--- src/rtl/shared_double_ended_stack_unit_defines.svh ---
// ----------------------------------------------------------------------------
// Shared double-ended stack: assertion macros
// Concurrent check helpers used by the top level of the stack unit.
// ----------------------------------------------------------------------------
`ifndef SHARED_DOUBLE_ENDED_STACK_UNIT_DEFINES_SVH
`define SHARED_DOUBLE_ENDED_STACK_UNIT_DEFINES_SVH

// Same-cycle implication, disabled during reset.
`define SDES_ASSERT_NOW(label, clk, rst, ante, cons) \
   label: assert property (@(posedge clk) disable iff (rst) (ante) |-> (cons)) \
      else $error("sdes: same-cycle check failed");

// Next-cycle implication, disabled during reset.
`define SDES_ASSERT_NEXT(label, clk, rst, ante, cons) \
   label: assert property (@(posedge clk) disable iff (rst) (ante) |=> (cons)) \
      else $error("sdes: next-cycle check failed");

`endif

--- src/rtl/sdes_pkg.sv ---
// ----------------------------------------------------------------------------
// Shared double-ended stack package
// Codes, widths and the memory command bundle shared by the stack unit.
// ----------------------------------------------------------------------------
package sdes_pkg;

   localparam int WORD_W   = 32;
   localparam int STATUS_W = 2;

   // request kind
   localparam logic REQ_PUSH = 1'b0;
   localparam logic REQ_POP  = 1'b1;

   // stack select
   localparam logic SEL_LOWER = 1'b0;
   localparam logic SEL_UPPER = 1'b1;

   typedef enum logic [STATUS_W-1:0] {
      STATUS_DONE  = 2'd0,
      STATUS_FULL  = 2'd1,
      STATUS_EMPTY = 2'd2
   } status_type;

   typedef struct packed {
      logic wr_en;
      logic rd_en;
   } mem_cmd_type;

endpackage

--- src/rtl/shared_double_ended_stack_unit.sv ---
// ----------------------------------------------------------------------------
// Shared double-ended stack unit
// Two LIFO stacks in one RAM: lower grows up from 0, upper down from DEPTH-1.
// ----------------------------------------------------------------------------
// Usage:
//   Request channel: drive req_type (0 push, 1 pop), req_stack_sel (0 lower,
//   1 upper) and req_push_value with start high; the beat is taken at the
//   rising edge where start is high and busy is low. busy stays low: the
//   unit takes one request every cycle.
//   Result channel: exactly one result beat per request, shown for one cycle
//   with rsp_strobe high, in the cycle right after the request edge.
//   rsp_status is 0 done, 1 full (push refused), 2 empty (pop refused);
//   rsp_pop_value carries the popped word, zero otherwise.
//   Throughput 1 request per cycle, registered result beat. Both come from
//   the single-port RAM: a push writes at the request edge, a pop reads at
//   the request edge and the registered read data is the result word.
//   Fill counters update at the request edge, so a pop right after a push
//   to the same stack reads the word already written; no forwarding needed.
//   Reset (synchronous, active high) empties both stacks and drops any
//   pending result beat; RAM contents are not cleared.
//   The receiver cannot stall: a result beat is lost if not taken.
// ----------------------------------------------------------------------------
`include "shared_double_ended_stack_unit_defines.svh"

module shared_double_ended_stack_unit #(
   parameter int DEPTH = 64
) (
   input  logic                                clock,
   input  logic                                reset,
   input  logic                                start,
   output logic                                busy,
   input  logic                                req_type,
   input  logic                                req_stack_sel,
   input  logic signed [sdes_pkg::WORD_W-1:0]  req_push_value,
   output logic                                rsp_strobe,
   output logic [sdes_pkg::STATUS_W-1:0]       rsp_status,
   output logic signed [sdes_pkg::WORD_W-1:0]  rsp_pop_value
);

   // RAM address width and fill-counter width (counter must hold DEPTH)
   localparam int AW = (DEPTH > 1) ? $clog2(DEPTH) : 1;
   localparam int CW = $clog2(DEPTH + 1);

   logic                         accept;
   sdes_pkg::mem_cmd_type        mem_cmd;
   logic [AW-1:0]                mem_addr;
   logic [sdes_pkg::WORD_W-1:0]  rd_data;
   logic                         rsp_valid;
   sdes_pkg::status_type         rsp_code;
   logic                         pop_ok;

   // never stalls: every request is accepted when start is high
   assign busy   = 1'b0;
   assign accept = start & ~busy;

   sdes_ctrl #(
      .DEPTH (DEPTH),
      .AW    (AW),
      .CW    (CW)
   ) u_ctrl (
      .clock         (clock),
      .reset         (reset),
      .accept        (accept),
      .req_type      (req_type),
      .req_stack_sel (req_stack_sel),
      .mem_cmd       (mem_cmd),
      .mem_addr      (mem_addr),
      .rsp_valid     (rsp_valid),
      .rsp_code      (rsp_code),
      .pop_ok        (pop_ok)
   );

   sdes_mem #(
      .DEPTH (DEPTH),
      .AW    (AW)
   ) u_mem (
      .clock   (clock),
      .cmd     (mem_cmd),
      .addr    (mem_addr),
      .wr_data (req_push_value),
      .rd_data (rd_data)
   );

   // read data is only meaningful after a successful pop; zero otherwise
   assign rsp_strobe    = rsp_valid;
   assign rsp_status    = rsp_code;
   assign rsp_pop_value = pop_ok ? $signed(rd_data) : '0;

   // one result beat for every request beat, and none without
   `SDES_ASSERT_NEXT(a_rsp_follows_req, clock, reset, accept, rsp_strobe)
   `SDES_ASSERT_NEXT(a_no_rsp_unasked, clock, reset, !accept, !rsp_strobe)
   // single-port RAM: never read and write in one cycle
   `SDES_ASSERT_NOW(a_mem_one_port, clock, reset, 1'b1, !(mem_cmd.wr_en && mem_cmd.rd_en))
   // a full refusal can only answer a push
   `SDES_ASSERT_NEXT(a_full_on_push, clock, reset, accept && req_type == sdes_pkg::REQ_POP, rsp_status != sdes_pkg::STATUS_FULL)

endmodule

--- src/rtl/sdes_mem.sv ---
// ----------------------------------------------------------------------------
// Stack word memory
// Single-port synchronous RAM, one access per cycle, registered read data.
// ----------------------------------------------------------------------------
module sdes_mem #(
   parameter int DEPTH = 64,
   parameter int AW    = 6
) (
   input  logic                         clock,
   input  sdes_pkg::mem_cmd_type        cmd,
   input  logic [AW-1:0]                addr,
   input  logic [sdes_pkg::WORD_W-1:0]  wr_data,
   output logic [sdes_pkg::WORD_W-1:0]  rd_data
);

   logic [sdes_pkg::WORD_W-1:0] mem_ff [DEPTH];
   logic [sdes_pkg::WORD_W-1:0] rd_data_ff;

   always_ff @(posedge clock) begin
      if (cmd.wr_en) begin
         mem_ff[addr] <= wr_data;
      end
      if (cmd.rd_en) begin
         rd_data_ff <= mem_ff[addr];
      end
   end

   assign rd_data = rd_data_ff;

endmodule

--- src/rtl/sdes_ctrl.sv ---
// ----------------------------------------------------------------------------
// Stack pointer control
// Tracks both stack fills, decides full/empty and drives the memory access.
// ----------------------------------------------------------------------------
module sdes_ctrl #(
   parameter int DEPTH = 64,
   parameter int AW    = 6,
   parameter int CW    = 7
) (
   input  logic                  clock,
   input  logic                  reset,
   input  logic                  accept,
   input  logic                  req_type,
   input  logic                  req_stack_sel,
   output sdes_pkg::mem_cmd_type mem_cmd,
   output logic [AW-1:0]         mem_addr,
   output logic                  rsp_valid,
   output sdes_pkg::status_type  rsp_code,
   output logic                  pop_ok
);

   localparam logic [AW-1:0] TOP_ADDR = AW'(DEPTH - 1);
   localparam logic [CW:0]   FULL_CNT = (CW + 1)'(DEPTH);

   logic [CW-1:0]        lower_ff, lower_in;
   logic [CW-1:0]        upper_ff, upper_in;
   logic                 rsp_valid_ff, rsp_valid_in;
   sdes_pkg::status_type code_ff, code_in;
   logic                 pop_ok_ff, pop_ok_in;
   logic [CW:0]          total;
   logic                 full;
   logic [CW-1:0]        lower_dec;
   logic [CW-1:0]        upper_dec;

   assign total     = {1'b0, lower_ff} + {1'b0, upper_ff};
   assign full      = (total >= FULL_CNT);
   assign lower_dec = lower_ff - 1'b1;
   assign upper_dec = upper_ff - 1'b1;

   always_comb begin
      lower_in     = lower_ff;
      upper_in     = upper_ff;
      rsp_valid_in = accept;
      code_in      = sdes_pkg::STATUS_DONE;
      pop_ok_in    = 1'b0;
      mem_cmd      = '0;
      mem_addr     = '0;
      if (accept) begin
         if (req_type == sdes_pkg::REQ_PUSH) begin
            if (full) begin
               code_in = sdes_pkg::STATUS_FULL;
            end else if (req_stack_sel == sdes_pkg::SEL_LOWER) begin
               mem_cmd.wr_en = 1'b1;
               mem_addr      = lower_ff[AW-1:0];
               lower_in      = lower_ff + 1'b1;
            end else begin
               mem_cmd.wr_en = 1'b1;
               mem_addr      = TOP_ADDR - upper_ff[AW-1:0];
               upper_in      = upper_ff + 1'b1;
            end
         end else begin
            if (req_stack_sel == sdes_pkg::SEL_LOWER) begin
               if (lower_ff == '0) begin
                  code_in = sdes_pkg::STATUS_EMPTY;
               end else begin
                  mem_cmd.rd_en = 1'b1;
                  mem_addr      = lower_dec[AW-1:0];
                  lower_in      = lower_dec;
                  pop_ok_in     = 1'b1;
               end
            end else begin
               if (upper_ff == '0) begin
                  code_in = sdes_pkg::STATUS_EMPTY;
               end else begin
                  mem_cmd.rd_en = 1'b1;
                  mem_addr      = TOP_ADDR - upper_dec[AW-1:0];
                  upper_in      = upper_dec;
                  pop_ok_in     = 1'b1;
               end
            end
         end
      end
   end

   always_ff @(posedge clock) begin
      if (reset) begin
         lower_ff     <= '0;
         upper_ff     <= '0;
         rsp_valid_ff <= 1'b0;
      end else begin
         lower_ff     <= lower_in;
         upper_ff     <= upper_in;
         rsp_valid_ff <= rsp_valid_in;
      end
      code_ff   <= code_in;
      pop_ok_ff <= pop_ok_in;
   end

   assign rsp_valid = rsp_valid_ff;
   assign rsp_code  = code_ff;
   assign pop_ok    = pop_ok_ff;

endmodule

--- config.mk ---
export PLATFORM = sky130hd
export DESIGN_NAME = shared_double_ended_stack_unit
export DESIGN_NICKNAME = d
export VERILOG_FILES = /design/src/rtl/sdes_pkg.sv /design/src/rtl/shared_double_ended_stack_unit.sv /design/src/rtl/sdes_mem.sv /design/src/rtl/sdes_ctrl.sv
export VERILOG_INCLUDE_DIRS = /design/src /design/src/rtl
export SDC_FILE = /design/constraint.sdc
export NUM_CORES = 2
export LEC_CHECK = 0
export ABC_AREA = 1
export ABC_CLOCK_PERIOD_IN_PS = 7500
export BUFFER_PORTS_ARGS = -buffer_cell sky130_fd_sc_hd__buf_2
export CAP_MARGIN = 10
export CORE_MARGIN = 8
export CORE_UTILIZATION = 55
export DETAILED_ROUTE_END_ITERATION = 8
export PLACE_DENSITY_LB_ADDON = 0.1
export SETUP_SLACK_MARGIN = 0.1
export SYNTH_ARGS = -nofsm -noshare
export SYNTH_HDL_FRONTEND = slang
export SYNTH_HIERARCHICAL = 1
export SYNTH_SLANG_ARGS = --single-unit
--- constraint.sdc ---
create_clock -name clock -period 7.5 [get_ports clock]
set_input_delay 0.375 -clock clock [delete_from_list [all_inputs] [get_ports clock]]
set_output_delay 0.375 -clock clock [all_outputs]
set_load 0.05 [all_outputs]
# Yosys cells after proc, flatten, opt, wreduce, memory -nomap -nowiden
# Memories as Yosys holds them, arrays and structs flattened. A register that Yosys moved wholly into a read port is not among the register bits.
# Cells that the tools add are included.
# totals
n_memories	1
elab_cells	54
ff_bits	18
input_bits	37
mem_bits_rw	2048
# mem_list
name	depth	width	rd	rd_clocked_by_memory_dff	write_ports	line_no	rtl
u_mem.mem_ff	64	32	1	1	1	sdes_mem.sv:16	logic [sdes_pkg::WORD_W-1:0] mem_ff [DEPTH];
# classes
n_reduce_logical	4
n_eq_ne	3
bitwise	1
add_sub_neg	7
n_lt_le_gt_ge	1
n_mux	32
# ops
op	count
$mux W7	10
$mux W6	7
$mux W32	1
$add A7 B1 Y7 const B	2
$logic_not A7 Y1	2
$sub A7 B1 Y7 const B	2
$sub A6 B6 Y6 const A	2
$mux W2	5
$mux W1	9
$add A7 B7 Y8	1
$ge A8 B7 Y1 const B	1
$reduce_and A4 Y1	2
$ne A2 B2 Y1 const B	3
$not A1 Y1	1

# Depth between registers and ports, before layout
# logic_depth
ltp_word	7
mapped_depth	24
depth_no_buf	20

# Hierarchy
# Netlist, hierarchy kept.
# by_module_without_submodules
module	n_inst	seq_area_each_um2	area_each_um2	cells_each
sdes_mem	1	62459.9	86823.3	8440
sdes_ctrl	1	360.3	1876.8	299
shared_double_ended_stack_unit	1	0.0	285.3	69

# Least setup slack after synthesis
# No wires, ideal clock.
# synth_timing
path_kind	reg2reg
from	reg u_ctrl.lower_ff[0]
to	mem u_mem/mem_ff[41][0] in the netlist's numbering (enable)
slack_ps	1514
required_time_ps	6998
setup_time_ps	502
path_stages_with_launch	14
arrival_ps	5484
path_cell_list	dfxtp_1 -> ha_1 -> fa_1 -> nand4_1 -> nand2_1 -> nand2_1 -> nand3_2 -> nor2_1 -> nand2_1 -> o21ai_1 -> inv_2 -> nor3_2 -> inv_2 -> nor4_1
# synth_via
elab_cells_between_ends	15
classes_between	add/sub (2); order compare (1); mux (11); reduce/logical (1)
# synth_lines
item	line_no	rtl
from (decl)	sdes_ctrl.sv:25	logic [CW-1:0] lower_ff, lower_in;
from (signal assigned)	sdes_ctrl.sv:91	lower_ff <= lower_in;
$add A7 B7 Y8 (tied with other cells)	sdes_ctrl.sv:35	assign total = {1'b0, lower_ff} + {1'b0, upper_ff};
$ge A8 B7 Y1 / $mux W6 (equally long branches)	sdes_ctrl.sv:36, sdes_ctrl.sv:63	
$mux W6 (on tied branches)	sdes_ctrl.sv:50, sdes_ctrl.sv:62	
$mux W6 *	sdes_ctrl.sv:49	if (req_type == sdes_pkg::REQ_PUSH) begin
$mux W6 *	sdes_ctrl.sv:48	if (accept) begin
net mem_addr[3]	shared_double_ended_stack_unit.sv:46	logic [AW-1:0] mem_addr;
to (decl)	sdes_mem.sv:16	
# The timed path passes the listed nets; every way through them passes the cells marked *.

# Worst setup path after layout
# layout_timing
from	reg u_ctrl.upper_ff[3]
to	mem u_mem/mem_ff[44][21] in the netlist's numbering (enable)
# layout_via
elab_cells_between_ends	17
classes_between	add/sub (4); order compare (1); mux (11); reduce/logical (1)
# layout_lines
item	line_no	rtl
from (decl)	sdes_ctrl.sv:26	logic [CW-1:0] upper_ff, upper_in;
from (signal assigned)	sdes_ctrl.sv:92	upper_ff <= upper_in;
$sub A7 B1 Y7	sdes_ctrl.sv:38	assign upper_dec = upper_ff - 1'b1;
$sub A6 B6 Y6	sdes_ctrl.sv:76	mem_addr = TOP_ADDR - upper_dec[AW-1:0];
$mux W6	sdes_ctrl.sv:72	if (upper_ff == '0) begin
$mux W6	sdes_ctrl.sv:62	if (req_stack_sel == sdes_pkg::SEL_LOWER) begin
$mux W6 *	sdes_ctrl.sv:49	
$mux W6 *	sdes_ctrl.sv:48	
net mem_addr[3]	shared_double_ended_stack_unit.sv:46	
# Marks and branches as above.

==> results.ini <==
[run]
maxCapViolCount = 0

[floorplanning]
fp.dieH_um = 418.2
dieArea_mm2 = 0.1749
ios = 73
dieWidth_um = 418.2
initial_core_util = 0.5542
core_mm2 = 0.1606
std_cell_rows = 147

[detailed_routing]
postRouteAntennaNets = 0
drc_errors = 0
vias = 60580
first_pass_iters = 6
wire_per_inst_um = 22.50
first_iter_violations = 7113
vias_per_cell = 5.436
wl_um = 250800

[clocking]
cts_max_level = 4
cts_tree = yes
clockRootBuffer = clkbuf_16
post_cts_buffers = 0
clk-insertion-delay-late_ps = 850
ctsLongestPathBuffers = 3
clock-sinks = 2098
cts_made_buffers = 210
clkTransAtPathRegs_ps = 60

[place]
place.gp.congestion = 0.8957
io_buffers = 71
dp_hpwl_um = 137600
dpl.cell_count = 10750

[logic_synthesis]
synth_seq_area_share = 0.7060
yosys.cell_types.count = 38
synth_xor_xnor_area_share = 0.0009843
netlist_area_mm2 = 0.08899
synth-async-reset-ratio = 0
synth_top_area_cell = edfxtp_1
synth_top_family_by_area = simple AND/OR/NAND/NOR gates
synthMuxAreaShare = 0
yosysMostFrequentCell = nand2_1
synthFlopType = edfxtp_1
synth.ff_latch_count = 2098
yosys.area_share.adder = 0.002053
synth_nets = 8859
ys.warnings.count = 6
synth_compound_area_frac = 0.002292
synth_edf_count = 2080
synth_area_per_cell_um2 = 10.10
yosysTopAreaCellShare = 0.7019
yosys-top-cells-area = edfxtp_1 (70%), nand2_1 (25%), buf_2 (1.4%), nor2_1 (0.72%), clkbuf_1 (0.58%)
synth_common_cells = nand2_1 (5,842), edfxtp_1 (2,080), buf_2 (249)
yosys.area_share.simple = 0.2606
syn_inst = 8808

[power]
p_leak_uw = 0.04123
peakVddDrop_mv = 0.2465
seqPwrFrac = 0.484
p_switching_uw = 7360
power.density_mw_per_mm2 = 273.6
power_uw = 26970
p_int_uw = 19610
switching_share = 0.2729
pwr-share-clk = 0.375
pwr-share-comb = 0.141

[finish]
drive_gt1_frac = 0.06927
utilization = 0.6139
area_growth_pct = 10.78
fillerInstances = 13090
final-instance-count-excl-fill = 11150
final_nets = 8857

[worst_setup_path]
cpMostUsedCell = nand2_1
crit_fanout = 33
critical_path.top_delay_family = simple AND/OR/NAND/NOR gates
path_buf_inv = 4
required_ps = 8040
worstPathCellList = ha_1 > a21oi_1 > nand2_1 > nand2_1 > nand3_2 > nor2_1 > nand2_1 > o21ai_1 > inv_2 > nor3_4 > buf_4 > inv_2 > nor2_4 > buf_4
crit_path_top_delay_cell = o21ai_1
worst_setup_path_start_kind = flip-flop
crit_path_max_incr_delay_ps = 910
end_kind = flip-flop
path_class = flip-flop to flip-flop
cp.arrival_ps = 5890

[grt]
grt_max_degree = 183
overflow = 0
grt_pass1_wl_um = 371700
grt_pass1_vias = 57600
grt_util_all_layers = 0.2823
antenna_found_initial = 9

[timing]
finalCriticalPeriod_ps = 5355
grt_setup_unrepaired = no
hold_viol_final = 0
finalSetupViolCount = 0
slew_violations = 0
tns_ps = 0
finClkSkew_ps = 42.81
relSlewSlack = 0.1254
min_period_over_period = 0.7140
max_freq_mhz = 186.7
tightest_slew_ps = 1309

[min_path]
hold_class = input pin to flip-flop

[status]
status = complete, no violations

==> worst paths after layout <==
| kind | startpoint | endpoint | slack, ps | cells after the start |
|---|---|---|---|---|
| worst max-delay path | u_ctrl/upper_ff[3]$_SDFFE_PP0P_ | u_mem/mem_ff[44][21]$_DFFE_PP_ | 2140 | 14 |
| worst max register to register | u_ctrl/upper_ff[3]$_SDFFE_PP0P_ | u_mem/mem_ff[44][21]$_DFFE_PP_ | 2140 | 14 |
| worst min-delay path | req_stack_sel | u_ctrl/pop_ok$_SDFF_PN0_ | 140 | 4 |
| worst min register to register | u_ctrl/lower_ff[6]$_SDFFE_PP0P_ | u_ctrl/lower_ff[6]$_SDFFE_PP0P_ | 590 | 4 |
==> stage by stage <==
stage / setup WS [ps] / hold WS, ps / area [um^2]
after CTS: 2208 / 71.69 / 98530
after global routing: 2002 / 142.7 / 98560
final: 2145 / 140.6 / 98580
after detailed placement: 2228 / 571.2 / 91930
after global placement: 2394 / 562.3 / 91930
after floorplan: 1514 / 447.4 / 88990
==> final cells by class <==
cell class,instances,area [um^2],area share
flip-flops and latches,2098,62820,0.6373
multi-input cells,6165,24230,0.2458
clock buffers,268,5640,0.05722
well taps,2160,2703,0.02742
repair buffers,224,1792,0.01818
clock inverters,117,947.2,0.009608
inverters,107,429.2,0.004354
diodes,6,15.01,0.0001523
==> cells in the final DEF (no fill, tap or decap), drive strengths merged <==
cell type    count
a21oi            2
and2             2
buf            222
bufinv          13
clkbuf         268
clkinv          98
clkinvlp         3
conb             1
dfxtp           18
diode            6
dlygate4sd3      2
edfxtp        2080
fa               1
ha              13
inv            110
nand2         5846
nand3           41
nand4           21
nor2           177
nor3             8
nor4             2
o211ai           8
o21ai           25
o22a             1
or2              7
xnor2            4
xor2             6
==> power by group through the flow <==
stage | registers [uW] | logic, uW | clock network, uW
3_5_place_dp | 13300 | 3750 | 0
3_3_place_gp | 13300 | 3740 | 0
4_1_cts | 13100 | 3770 | 10300
6_report | 13100 | 3800 | 10100
5_1_grt | 13100 | 4180 | 10700
2_1_floorplan | 13300 | 2370 | 0
==> worst min-delay path, stage by stage <==
cell     delay [ps]
buf_2           200
nand2_1         100
and2_4          180
nor2_1           70
==> state kept, by name, summed over array words and instances, names as in the netlist <==
register          count
u_ctrl/lower_ff       7
u_ctrl/pop_ok         1
u_ctrl/rsp_code       2
u_ctrl/rsp_valid      1
u_ctrl/upper_ff       7
u_mem/rd_data        32
u_mem/mem_ff       2048
==> what timing repair did <==
action,in CTS,in global routing
gates resized for setup,0,0
hold endpoints to repair,8,0
hold buffers,2,0
==> logic make-up after synthesis <==
| kind of cell | Yosys count |
|---|---|
| compound gates | 36 |
| xor+xnor | 10 |
| fa+ha+maj | 14 |
| buf+inv | 545 |
| flops | 2098 |
| other cells | 1 |
| simple gates | 6104 |
==> metal layers <==
layer	share of wire	track usage	vias to the layer above	wire length, um
met4	0.036	0.1024	0	9055
met5	0	0	-	0
li1	-	-	28440	-
met3	0.086	0.04570	391	21540
met2	0.46	0.4425	2659	115300
met1	0.42	0.4029	29100	104900
Note: power is estimated with default switching activity, not from simulation.
